==> src/sv/datetime_validate_bcd_pack_unit_defines.svh <==
// assertion macros shared by the datetime bcd pack rtl
`ifndef DATETIME_VALIDATE_BCD_PACK_UNIT_DEFINES_SVH
`define DATETIME_VALIDATE_BCD_PACK_UNIT_DEFINES_SVH

// same-cycle implication, disabled during reset
`define DVBP_ASSERT_NOW(label, clk, rst_n, ante, cons, msg) \
  label: assert property (@(posedge clk) disable iff (!rst_n) (ante) |-> (cons)) \
    else $error(msg);

// next-cycle implication, disabled during reset
`define DVBP_ASSERT_NEXT(label, clk, rst_n, ante, cons, msg) \
  label: assert property (@(posedge clk) disable iff (!rst_n) (ante) |=> (cons)) \
    else $error(msg);

`endif

==> src/sv/dvbp_pkg.sv <==
// package: types, constants and small conversion functions for the datetime bcd pack
`timescale 1ns / 1ps
package dvbp_pkg;

  localparam int IN_TDATA_W  = 48;
  localparam int OUT_TDATA_W = 48;

  localparam logic [11:0] YEAR_MIN = 12'd2000;
  localparam logic [11:0] YEAR_MAX = 12'd2099;
  localparam logic [2:0]  WDAY_MAX = 3'd6;
  localparam logic [4:0]  HOUR_MAX = 5'd23;
  localparam logic [5:0]  MINSEC_MAX = 6'd59;

  localparam logic [3:0] MON_JAN = 4'd1;
  localparam logic [3:0] MON_FEB = 4'd2;
  localparam logic [3:0] MON_MAR = 4'd3;
  localparam logic [3:0] MON_APR = 4'd4;
  localparam logic [3:0] MON_MAY = 4'd5;
  localparam logic [3:0] MON_JUN = 4'd6;
  localparam logic [3:0] MON_JUL = 4'd7;
  localparam logic [3:0] MON_AUG = 4'd8;
  localparam logic [3:0] MON_SEP = 4'd9;
  localparam logic [3:0] MON_OCT = 4'd10;
  localparam logic [3:0] MON_NOV = 4'd11;
  localparam logic [3:0] MON_DEC = 4'd12;

  typedef struct packed {
    logic [11:0] year;
    logic [3:0]  month;
    logic [4:0]  day;
    logic [2:0]  weekday_in;
    logic [4:0]  hour;
    logic [5:0]  minute;
    logic [5:0]  second;
  } dvbp_item_t;

  typedef struct packed {
    logic [6:0] second_bcd;
    logic [6:0] minute_bcd;
    logic [5:0] hour_bcd;
    logic [5:0] day_bcd;
    logic [2:0] weekday_out;
    logic [4:0] month_bcd;
    logic [7:0] year_bcd;
  } dvbp_result_t;

  // two-digit bcd, exact for values below 179 (tens by reciprocal 103/1024)
  function automatic logic [7:0] to_bcd(input logic [6:0] v);
    logic [13:0] prod;
    logic [3:0]  tens;
    logic [6:0]  tens_x10;
    logic [6:0]  ones;
    prod     = {7'd0, v} * 14'd103;
    tens     = prod[13:10];
    tens_x10 = {tens[3:0], 3'b000} + {2'b00, tens[3:0], 1'b0};
    ones     = v - tens_x10;
    return {tens, ones[3:0]};
  endfunction

  // days in month, zero for a month code that means nothing
  function automatic logic [4:0] month_len(input logic [3:0] m, input logic leap);
    logic [4:0] len;
    case (m) inside
      MON_FEB:                          len = leap ? 5'd29 : 5'd28;
      MON_APR, MON_JUN, MON_SEP, MON_NOV: len = 5'd30;
      MON_JAN, MON_MAR, MON_MAY, MON_JUL,
      MON_AUG, MON_OCT, MON_DEC:        len = 5'd31;
      default:                          len = 5'd0;
    endcase
    return len;
  endfunction

  // floor(13 * (m' + 1) / 5), january and february taken as months 13 and 14
  function automatic logic [5:0] zeller_month_term(input logic [3:0] m);
    logic [5:0] t;
    case (m)
      MON_JAN: t = 6'd36;
      MON_FEB: t = 6'd39;
      MON_MAR: t = 6'd10;
      MON_APR: t = 6'd13;
      MON_MAY: t = 6'd15;
      MON_JUN: t = 6'd18;
      MON_JUL: t = 6'd20;
      MON_AUG: t = 6'd23;
      MON_SEP: t = 6'd26;
      MON_OCT: t = 6'd28;
      MON_NOV: t = 6'd31;
      MON_DEC: t = 6'd33;
      default: t = 6'd0;
    endcase
    return t;
  endfunction

  // modulo 7 by folding octal digits, since 8 is 1 mod 7
  function automatic logic [2:0] mod7(input logic [7:0] v);
    logic [4:0] s1;
    logic [3:0] s2;
    logic [3:0] r;
    s1 = {2'b00, v[2:0]} + {2'b00, v[5:3]} + {3'b000, v[7:6]};
    s2 = {1'b0, s1[2:0]} + {2'b00, s1[4:3]};
    r  = (s2 >= 4'd7) ? (s2 - 4'd7) : s2;
    return r[2:0];
  endfunction

endpackage

==> src/sv/dvbp_check.sv <==
// field range and calendar checks for one date/time request
`timescale 1ns / 1ps
module dvbp_check (
  input  dvbp_pkg::dvbp_item_t item,
  output logic                 ok
);
  import dvbp_pkg::*;

  logic [11:0] yoff;
  logic        leap;
  logic        year_ok;
  logic        day_ok;

  // within 2000..2099 a year is leap exactly when divisible by 4 (2000 is by 400)
  assign yoff    = item.year - YEAR_MIN;
  assign leap    = (yoff[1:0] == 2'b00);
  assign year_ok = (item.year >= YEAR_MIN) && (item.year <= YEAR_MAX);
  assign day_ok  = (item.day != 5'd0) && (item.day <= month_len(item.month, leap));

  assign ok = year_ok && day_ok &&
              (item.weekday_in <= WDAY_MAX) && (item.hour <= HOUR_MAX) &&
              (item.minute <= MINSEC_MAX) && (item.second <= MINSEC_MAX);

endmodule

==> src/sv/dvbp_conv.sv <==
// bcd packing and weekday calculation for one checked request
`timescale 1ns / 1ps
module dvbp_conv (
  input  dvbp_pkg::dvbp_item_t   item,
  input  logic                   ok,
  output dvbp_pkg::dvbp_result_t res
);
  import dvbp_pkg::*;

  logic [11:0] yoff;
  logic [6:0]  yy;
  logic        early;
  logic        prev_cent;
  logic [6:0]  k;
  logic [7:0]  wsum;
  logic [7:0]  sec_b;
  logic [7:0]  min_b;
  logic [7:0]  hour_b;
  logic [7:0]  day_b;
  logic [7:0]  mon_b;
  logic [7:0]  year_b;

  assign yoff  = item.year - YEAR_MIN;
  assign yy    = yoff[6:0];
  assign early = (item.month == MON_JAN) || (item.month == MON_FEB);
  // january/february of 2000 fall back to 1999: century 19, year of century 99
  assign prev_cent = early && (yy == 7'd0);
  assign k = prev_cent ? 7'd99 : (yy - {6'd0, early});

  // century term j/4 + 5j is 0 mod 7 for 20 and 1 mod 7 for 19;
  // the +6 maps zeller's saturday-first count to sunday = 0
  assign wsum = {3'b000, item.day} + {2'b00, zeller_month_term(item.month)} +
                {1'b0, k} + {3'b000, k[6:2]} + {7'd0, prev_cent} + 8'd6;

  assign sec_b  = to_bcd({1'b0, item.second});
  assign min_b  = to_bcd({1'b0, item.minute});
  assign hour_b = to_bcd({2'b00, item.hour});
  assign day_b  = to_bcd({2'b00, item.day});
  assign mon_b  = to_bcd({3'b000, item.month});
  assign year_b = to_bcd(yy);

  always_comb begin
    res = '0;
    if (ok) begin
      res.second_bcd  = sec_b[6:0];
      res.minute_bcd  = min_b[6:0];
      res.hour_bcd    = hour_b[5:0];
      res.day_bcd     = day_b[5:0];
      res.weekday_out = mod7(wsum);
      res.month_bcd   = mon_b[4:0];
      res.year_bcd    = year_b;
    end
  end

endmodule

==> src/sv/datetime_validate_bcd_pack_unit.sv <==
// top level: date/time check and bcd clock register pack with stream handshakes
//
// usage
//   in_*  : one request per date/time, fields packed in in_tdata (see port comment)
//   out_* : one result per request; out_tuser carries the valid flag, out_tdata the
//           seven bcd clock bytes, all zero when any check failed
//   path: an accepted request is held in the input register, then in the result
//         register, with the checks and conversions in between
//   throughput: one request per cycle while out_tready is high, set by the single
//               combinational pass between the two registers; no iterative unit is involved
//   the weekday byte is recomputed from the date, the input weekday is only
//   range-checked
//   reset (rst_n low, synchronous): both stages are emptied, out_tvalid drops,
//   in_tready comes up on the next cycle
//   receiver stall: the result register holds; the input register still takes a
//   request while it is empty, then in_tready drops until out_tready returns
`timescale 1ns / 1ps
`include "datetime_validate_bcd_pack_unit_defines.svh"
module datetime_validate_bcd_pack_unit (
  input  logic                                clk,
  input  logic                                rst_n,
  input  logic                                in_tvalid,
  output logic                                in_tready,
  // year[11:0] month[15:12] day[20:16] weekday_in[23:21] hour[28:24]
  // minute[34:29] second[40:35], zero fill above
  input  logic [dvbp_pkg::IN_TDATA_W-1:0]     in_tdata,
  output logic                                out_tvalid,
  input  logic                                out_tready,
  // second_bcd[6:0] minute_bcd[13:7] hour_bcd[19:14] day_bcd[25:20]
  // weekday_out[28:26] month_bcd[33:29] year_bcd[41:34], zero fill above
  output logic [dvbp_pkg::OUT_TDATA_W-1:0]    out_tdata,
  // valid_res[0]
  output logic [0:0]                          out_tuser
);
  import dvbp_pkg::*;

  // input stage
  logic       s1_v_r, s1_v_nxt;
  dvbp_item_t s1_item_r, s1_item_nxt;
  // result stage
  logic                   out_v_r, out_v_nxt;
  logic [OUT_TDATA_W-1:0] out_data_r, out_data_nxt;
  logic                   out_ok_r, out_ok_nxt;

  logic         out_adv;
  logic         in_fire;
  logic         ok;
  dvbp_result_t res;

  // result register frees when empty or being taken this cycle
  assign out_adv   = !out_v_r || out_tready;
  // input register frees when empty or moving into the result register
  assign in_tready = !s1_v_r || out_adv;
  assign in_fire   = in_tvalid && in_tready;

  dvbp_check u_check (
    .item (s1_item_r),
    .ok   (ok)
  );

  dvbp_conv u_conv (
    .item (s1_item_r),
    .ok   (ok),
    .res  (res)
  );

  always_comb begin
    s1_v_nxt    = s1_v_r;
    s1_item_nxt = s1_item_r;
    if (in_tready) begin
      s1_v_nxt = in_tvalid;
    end
    if (in_fire) begin
      s1_item_nxt.year       = in_tdata[11:0];
      s1_item_nxt.month      = in_tdata[15:12];
      s1_item_nxt.day        = in_tdata[20:16];
      s1_item_nxt.weekday_in = in_tdata[23:21];
      s1_item_nxt.hour       = in_tdata[28:24];
      s1_item_nxt.minute     = in_tdata[34:29];
      s1_item_nxt.second     = in_tdata[40:35];
    end
  end

  always_comb begin
    out_v_nxt    = out_v_r;
    out_data_nxt = out_data_r;
    out_ok_nxt   = out_ok_r;
    if (out_adv) begin
      out_v_nxt = s1_v_r;
    end
    if (out_adv && s1_v_r) begin
      out_ok_nxt   = ok;
      out_data_nxt = {6'd0, res.year_bcd, res.month_bcd, res.weekday_out,
                      res.day_bcd, res.hour_bcd, res.minute_bcd, res.second_bcd};
    end
  end

  // control state
  always_ff @(posedge clk) begin
    if (!rst_n) begin
      s1_v_r  <= 1'b0;
      out_v_r <= 1'b0;
    end else begin
      s1_v_r  <= s1_v_nxt;
      out_v_r <= out_v_nxt;
    end
  end

  // payload, no reset
  always_ff @(posedge clk) begin
    s1_item_r  <= s1_item_nxt;
    out_data_r <= out_data_nxt;
    out_ok_r   <= out_ok_nxt;
  end

  assign out_tvalid   = out_v_r;
  assign out_tdata    = out_data_r;
  assign out_tuser[0] = out_ok_r;

  // a failed check must clear every byte
  `DVBP_ASSERT_NOW(a_invalid_zero, clk, rst_n, out_v_r && !out_ok_r,
                   out_data_r == '0, "invalid result carries nonzero bytes")
  // computed weekday stays within sunday..saturday
  `DVBP_ASSERT_NOW(a_wday_range, clk, rst_n, out_v_r && out_ok_r,
                   out_data_r[28:26] <= WDAY_MAX, "weekday out of range")
  // year byte holds two decimal digits
  `DVBP_ASSERT_NOW(a_year_digits, clk, rst_n, out_v_r && out_ok_r,
                   (out_data_r[37:34] <= 4'd9) && (out_data_r[41:38] <= 4'd9),
                   "year byte is not bcd")
  // a held input stage keeps its request while the result stage is blocked
  `DVBP_ASSERT_NEXT(a_s1_hold, clk, rst_n, s1_v_r && !out_adv,
                    s1_v_r && $stable(s1_item_r), "input stage lost a request")

endmodule

==> config.mk <==
export PLATFORM = sky130hd
export DESIGN_NAME = datetime_validate_bcd_pack_unit
export DESIGN_NICKNAME = d
export VERILOG_FILES = /design/src/sv/dvbp_pkg.sv /design/src/sv/dvbp_check.sv /design/src/sv/dvbp_conv.sv /design/src/sv/datetime_validate_bcd_pack_unit.sv
export VERILOG_INCLUDE_DIRS = /design/src /design/src/sv
export SDC_FILE = /design/constraint.sdc
export NUM_CORES = 1
export LEC_CHECK = 0
export ABC_AREA = 0
export BUFFER_PORTS_ARGS = -buffer_cell sky130_fd_sc_hd__buf_4
export CORE_ASPECT_RATIO = 0.9
export CORE_MARGIN = 1
export CORE_UTILIZATION = 30
export DETAILED_ROUTE_END_ITERATION = 10
export GPL_TIMING_DRIVEN = 0
export PLACE_DENSITY = 0.51
export SLEW_MARGIN = 10
export SYNTH_ARGS = -nofsm -noshare
export SYNTH_HDL_FRONTEND = slang
export SYNTH_SLANG_ARGS = --single-unit
export TNS_END_PERCENT = 5
==> constraint.sdc <==
create_clock -name clk -period 14.01 [get_ports clk]
set_input_delay 2.1015 -clock clk [delete_from_list [all_inputs] [get_ports clk]]
set_output_delay 2.1015 -clock clk [all_outputs]
set_load 0.02 [all_outputs]
== Word level (Yosys, flattened, before mapping) ==
Memory sizes are Yosys's and may differ from the RTL's. A register that Yosys moved wholly into a read port is not among the register bits.
Index checks and enable logic that the tools add are counted.

* ROM bits: 96
* Register bits after elaboration: 86
* Input port bits: 52
* Memories kept: 1

* Mux-type cells: 7
* $lt $le $gt $ge: 8
* Add/subtract/negate cells: 23
* Eq/ne operators: 12
* Reduce and logical (&&, ||, !) cells: 20
* $mul: 6

{| class="wikitable"
|+ Memory list
! name !! depth !! bits a word !! rd ports !! clocked after memory_dff !! wr ports !! RTL line !! RTL
|-
| (name not given) || 16 || 6 || 1 || 1 || 0 || dvbp_pkg.sv:76 || <nowiki>case (m)</nowiki>
|}

{| class="wikitable"
|+ Operators with widths
! kind !! count
|-
| $mul A6 B7 Y13 const B || 2
|-
| $mul A5 B7 Y12 const B || 2
|-
| $sub A4 B4 Y4 || 6
|-
| $eq A4 B4 Y1 const B || 5
|-
| $eq A4 B3 Y1 const B || 4
|-
| $mux W5 || 3
|-
| $mul A7 B7 Y14 const B || 1
|-
| $add A4 B4 Y4 || 3
|-
| $ge A12 B11 Y1 const B || 1
|-
| $le A12 B12 Y1 const B || 1
|-
| $le A6 B6 Y1 const B || 2
|-
| $mul A4 B7 Y11 const B || 1
|-
| $logic_and A1 B1 Y1 || 10
|-
| $add A4 B3 Y4 || 2
|-
| $add A8 B1 Y8 || 1
|-
| $add A8 B3 Y8 const B || 1
|-
| $add A8 B5 Y8 || 1
|-
| $add A8 B7 Y8 || 1
|-
| $eq A4 B2 Y1 const B || 2
|-
| $add A5 B6 Y7 || 1
|-
| $logic_not A7 Y1 || 1
|-
| $mux W7 || 1
|-
| $reduce_or A7 Y1 || 1
|-
| $sub A7 B1 Y7 || 1
|-
| other kinds (19) || 22
|}

== Logic depth before layout (Yosys ltp) ==
* Depth after elaboration: 13
* Mapped depth: 34
* Mapped depth without buffers: 34

== Modules after synthesis ==
From an unflattened synthesis, not the netlist that was laid out.

* Cell total of the unflattened synthesis: 765
* Area total of the unflattened synthesis: 8434.3 um^2

{| class="wikitable"
|+ By module, submodules not included
! module !! times used !! cells each !! sequential area each (um^2) !! area an instance (um^2)
|-
| dvbp_conv || 1 || 628 || 0.0 || 5510.3
|-
| datetime_validate_bcd_pack_unit || 1 || 100 || 2562.5 || 2675.1
|-
| dvbp_check || 1 || 37 || 0.0 || 249.0
|}

== Worst setup path after synthesis ==
OpenSTA, ideal clock, no wires.

* Kind: register to register
* Start: reg s1_item_r[27] (netlist bit)
* End: reg out_data_r[27], in the netlist out_tdata[27], data pin
* Required time: 13.744 ns
* Stages on the path, launching flop included: 29
* Setup time: 0.266 ns
* Data arrival time: 6.150 ns
* Setup slack: 7.594 ns
* Period minus slack after synthesis: 6.416 ns
* Cells stage by stage: edfxtp_1 -> inv_1 -> ha_1 -> o21a_1 -> ha_1 -> ha_1 -> xor2_1 -> nand2_1 -> inv_1 -> fa_1 -> fa_1 -> ha_1 -> fa_1 -> xor2_1 -> ha_1 -> fa_1 -> ha_1 -> a21o_1 -> nand2_1 -> xor2_1 -> ha_1 -> inv_1 -> fa_1 -> inv_1 -> ha_1 -> a21boi_0 -> mux2i_1 -> a21oi_1 -> nor2_1

* Cells in the longest elaborated chain, start to end: 13

{| class="wikitable"
|+ Ends and longest elaborated chain
! item !! RTL line !! RTL
|-
| start, declared || datetime_validate_bcd_pack_unit.sv:39 || <nowiki>dvbp_item_t s1_item_r, s1_item_nxt;</nowiki>
|-
| start signal, assigned || datetime_validate_bcd_pack_unit.sv:111 || <nowiki>s1_item_r <= s1_item_nxt;</nowiki>
|-
| $eq A4 B1 Y1 / $eq A4 B2 Y1 (equally long branches) || dvbp_check.sv:18, dvbp_conv.sv:25 ||
|-
| $logic_or A1 B1 Y1 || dvbp_conv.sv:25 || <nowiki>assign early = (item.month == MON_JAN) || (item.month == MON_FEB);</nowiki>
|-
| $sub A7 B1 Y7 / $logic_and A1 B1 Y1 (equally long branches) || dvbp_conv.sv:28, dvbp_conv.sv:27 ||
|-
| $mux W7 || dvbp_conv.sv:28 || <nowiki>assign k = prev_cent ? 7'd99 : (yy - {6'd0, early});</nowiki>
|-
| $add A8 B7 Y8 || dvbp_conv.sv:32 || <nowiki>assign wsum = {3'b000, item.day} + {2'b00, zeller_month_term(item.month)} +</nowiki>
|-
| $add A8 B5 Y8 || dvbp_conv.sv:33 || <nowiki>{1'b0, k} + {3'b000, k[6:2]} + {7'd0, prev_cent} + 8'd6;</nowiki>
|-
| $add A8 B1 Y8 || dvbp_conv.sv:33 ||
|-
| $add A8 B3 Y8 || dvbp_conv.sv:33 ||
|-
| $add A3 B3 Y4 || dvbp_pkg.sv:99 || <nowiki>s1 = {2'b00, v[2:0]} + {2'b00, v[5:3]} + {3'b000, v[7:6]};</nowiki>
|-
| $add A5 B2 Y5 || dvbp_pkg.sv:99 ||
|-
| $add A3 B2 Y4 || dvbp_pkg.sv:100 || <nowiki>s2 = {1'b0, s1[2:0]} + {2'b00, s1[4:3]};</nowiki>
|-
| $ge A4 B3 Y1 / $sub A3 B3 Y3 (equally long branches) || dvbp_pkg.sv:101 || <nowiki>r = (s2 >= 4'd7) ? (s2 - 4'd7) : s2;</nowiki>
|-
| $mux W3 || dvbp_pkg.sv:101 ||
|-
| end signal, assigned || datetime_validate_bcd_pack_unit.sv:112 || <nowiki>out_data_r <= out_data_nxt;</nowiki>
|-
| end, declared || datetime_validate_bcd_pack_unit.sv:42 || <nowiki>logic [OUT_TDATA_W-1:0] out_data_r, out_data_nxt;</nowiki>
|}

Several ways; a longest one is shown, not always the timed one.
A chain may end at the register's enable or synchronous reset.

== Worst setup path in the final report ==
Ends and elaborated chain as after synthesis.

==> summary.md <==
| Metric | Value |
|---|---|
| Slowest-stage cell, CP | `edfxtp_1` |
| Area grow syn2layout | `17.4%` |
| Root Buffer | `clkbuf_16` |
| Synth top area share | `a little under a third` |
| Slew Viols, Final | `0` |
| Worst Skew | `just under 0.02 ns` |
| Filler Cells Inserted | `2988` |
| I/O Buffers | `between 80 and 90` |
| Post-synthesis sequential area ratio | `29.8%` |
| Syn. warnings | `0` |
| Mapped Avg Cell Area | `10.8 µm²` |
| Reg area | `0.00268 mm²` |
| Unrepaired setup endpoints after global routing | `false` |
| Post_cts resized | `0` |
| GR Util All Layers | `about an eighth` |
| EDFF count, synth | `84` |
| Latest clock arrival within the worst-skew pair | `0.37 ns` |
| Total number of vias | `around 6000` |
| Ys flop type | `edfxtp_1` |
| Residual DRC | `0` |
| Area contributors post-synth | `ha_1, edfxtp_1, fa_1` |
| Final worst slack | `7.03 ns` |
| CP most frequent cell | `ha_1` |
| Multi-input gate area | `between 0.005 and 0.006 mm²` |
| Flop2flop setup slack | `between 7 and 8 ns` |
| Post-CTS setup buffers | `0` |
| Minimum clock period | `6.98 ns` |
| Worst setup EP type | `flop` |
| Switch share | `43.3%` |
| Core ar. | `just under 0.03 mm²` |
| Fmax | `0.143 GHz` |
| Layout cells sized above 1 | `14.5%` |
| Post-synth cell types | `66` |
| Routed wire length on met2 | `8.74 mm` |
| Largest net degree at the start of global routing | `27` |
| Reg clk slew, reported paths | `0.07 ns` |
| First-pass DRT Iterations | `4` |
| Worst setup path class | `reg2reg` |
| ANT nets after route | `0` |
| DR iter-0 viols | `roughly 160` |
| Place WS | `around 7 ns` |
| DIE AREA | `0.0307 mm²` |
| Clock Power Share | `14.6%` |
| Gate Count Post-Synth | `approximately 840` |
| Nets | `1259` |
| Die Height | `about 170 µm` |
| Maximum VDD drop | `0.000297 V` |
| Sw Pwr | `slightly above 0.8 mW` |
| Vias in the first global route | `5968` |
| Post-Route WL | `18.5 mm` |
| CP Max Fanout | `9` |
| Max stage delay on crit path | `about 0.6 ns` |
| CTS tree | `done` |
| Async set-reset flop share out of synthesis | `0%` |
| Hold buffer count at CTS | `0` |
| Gr ovfl total | `0` |
| Met1 WL | `9.04 mm` |
| Starting density of the core | `slightly above 30%` |
| WL/cell | `13.8 µm` |
| P_leak | `5.06 nW` |
| Cell count after placement | `approximately 1300` |
| Htree depth | `3` |
| Uppermost routed layer | `met4` |
| Antenna violations before repair | `0` |
| Post-route non-filler standard cell count | `1346` |
| Synth Cell Area | `0.00901 mm²` |
| CTS Sinks | `92` |
| Setup TNS | `0 ns` |
| Period utilisation layout | `49.8%` |
| Final GP Congestion | `0.802` |
| Final Setup Violations | `0` |
| CP Data Arrival Time | `7.06 ns` |
| Met3 WL | `580 µm` |
| CTS buffer count | `9` |
| Global-route wire length before repair | `30.3 mm` |
| Row count | `59` |
| Cell accounting for the most synthesized area | `ha_1` |
| DP Wirelength | `~15 mm` |
| Critical Path RT | `14.09 ns` |
| Run status | `finished, final reports clean` |
| Logic pwr share | `around two thirds` |
| PwrDens | `182 mW/mm²` |
| Reg power frac | `17.3%` |
| Io pins | `103` |
| Total power | `1.92 mW` |
| Clock buffer depth | `2` |
| N_diodes | `0` |
| Die width | `185 µm` |
| Post-DR vias/cell | `roughly 4.4` |
| Slew headroom | `between 40% and 50%` |
| Max-cap violation count | `0` |
| Hold Vio Cnt, Final | `0` |
| Hold WC Path Type | `reg2reg` |
| Critical Path Start Type | `flop` |
| Worst-margin pin slew | `0.876 ns` |
| Seq cells post-synth | `92` |
| Internal power | `1.09 mW` |
-- synth_stat cells (all sizes together), types with 2 or more instances --
library cell and n:
nor3b 3, inv 128, a31o 4, buf 9, nand3 16, o31a 3, a2bb2oi 2, xnor3 2
edfxtp 84, a311o 2, a22oi 2, xor2 25, a211oi 2, mux2 3, and3 4, fa 43
nor2b 6, a21boi 4, nand3b 3, ha 219, o2111a 2, nor4 2, o211a 2, o21ai 18
nor3 10, and2 13, clkbuf 3, o21a 8, nand2b 4, a21o 7, nand4 4, o211ai 6
xnor2 23, nor2 54, mux2i 5, nand2 37, o21bai 5, dfxtp 8, or2 10, o22ai 4
a21oi 35, nand4b 3
-- per-stage QoR --
stage | hold slack (ns) | util, % | cell area [µm²]
3_3_place_gp | 0.481 | 34.9 | 10200
6_report | 0.505 | 36.2 | 10600
5_1_grt | 0.538 | 36.2 | 10600
4_1_cts | 0.513 | 36.2 | 10600
2_1_floorplan | 0.455 | - | 9030
3_5_place_dp | 0.489 | 35.1 | 10300
-- power groups by stage --
stage	Clock [mW]	Sequential [mW]	Combinational (mW)
final	0.281	0.333	1.31
after global routing	0.300	0.336	1.52
after CTS	0.291	0.334	1.33
after detailed placement	0	0.340	1.33
after global placement	0	0.341	1.31
after floorplan	0	0.344	1.08
-- area by class of cell --
cell class,instances,area share [%]
multi-input cells,611,54.8
clock inverters,7,0.970
plain buffers,12,0.733
clock buffers,9,2.13
flip-flops and latches,92,25.4
inverters,128,4.54
repair buffers,91,6.76
well taps,396,4.68
-- kinds of logic (layout without fill, tap and decap cells) --
family	count (synthesis)	in the layout	share of synthesized area (%)
DFF	92	92	29.8
buffers and inverters	140	247	6.19
muxes	8	8	0.930
xor gates and xnor gates	50	50	5.16
and+or+nand+nor	170	170	9.30
adders and majority gates	262	262	39.9
other	1	6	0.0416
AOI/OAI and AO/OA	115	115	8.67
-- flip-flops by register name, indices dropped and copies added (netlist names), named ones only --
name and cells:
out_tdata 42, s1_item_r 41, out_tuser 1, out_tvalid 1, s1_v_r 1
-- layout by cell type (no fill, tap or decap), types with 5 or more instances in the layout --
cell type,count
nand3_1,16
and2_1,13
nor3_1,10
nand2_1,37
clkbuf_16,9
or2_2,9
nor2_1,54
conb_1,6
ha_1,219
buf_4,95
fa_1,43
o21a_1,8
o21ai_0,14
mux2i_1,5
o21bai_1,5
o211ai_1,5
dfxtp_1,8
xnor2_1,23
a21o_1,7
inv_1,126
edfxtp_1,84
xor2_1,25
a21oi_1,35
-- metal layers --
metal / track usage, % / up-vias
met3: 2.54 / 14
li1: - / 3094
met1: 17.2 / 2774
met2: 21.1 / 74
met5: 0 / -
met4: 2.73 / 0
-- worst max-delay path: cells and delay by family, from the launching register on --
family / cells / cell delay (ns)
AO/OA/AOI/OAI: 4 / 0.65
XOR/XNOR: 3 / 0.50
adder cells (fa/ha/maj): 13 / 4.19
buffers and inverters: 4 / 0.37
flip-flops: 1 / 0.60
multiplexers: 1 / 0.14
AND/OR/NAND/NOR: 3 / 0.24
-- worst paths after layout --
check / endpoint / depth (start not counted) / startpoint
worst max-delay path: out_tdata[27] / 28 / s1_item_r[27]
worst min register to register: out_tvalid / 1 / s1_v_r
worst min-delay path: out_tvalid / 1 / s1_v_r
worst max register to register: out_tdata[27] / 28 / s1_item_r[27]
No activity file was read; power rests on OpenSTA's default activity.
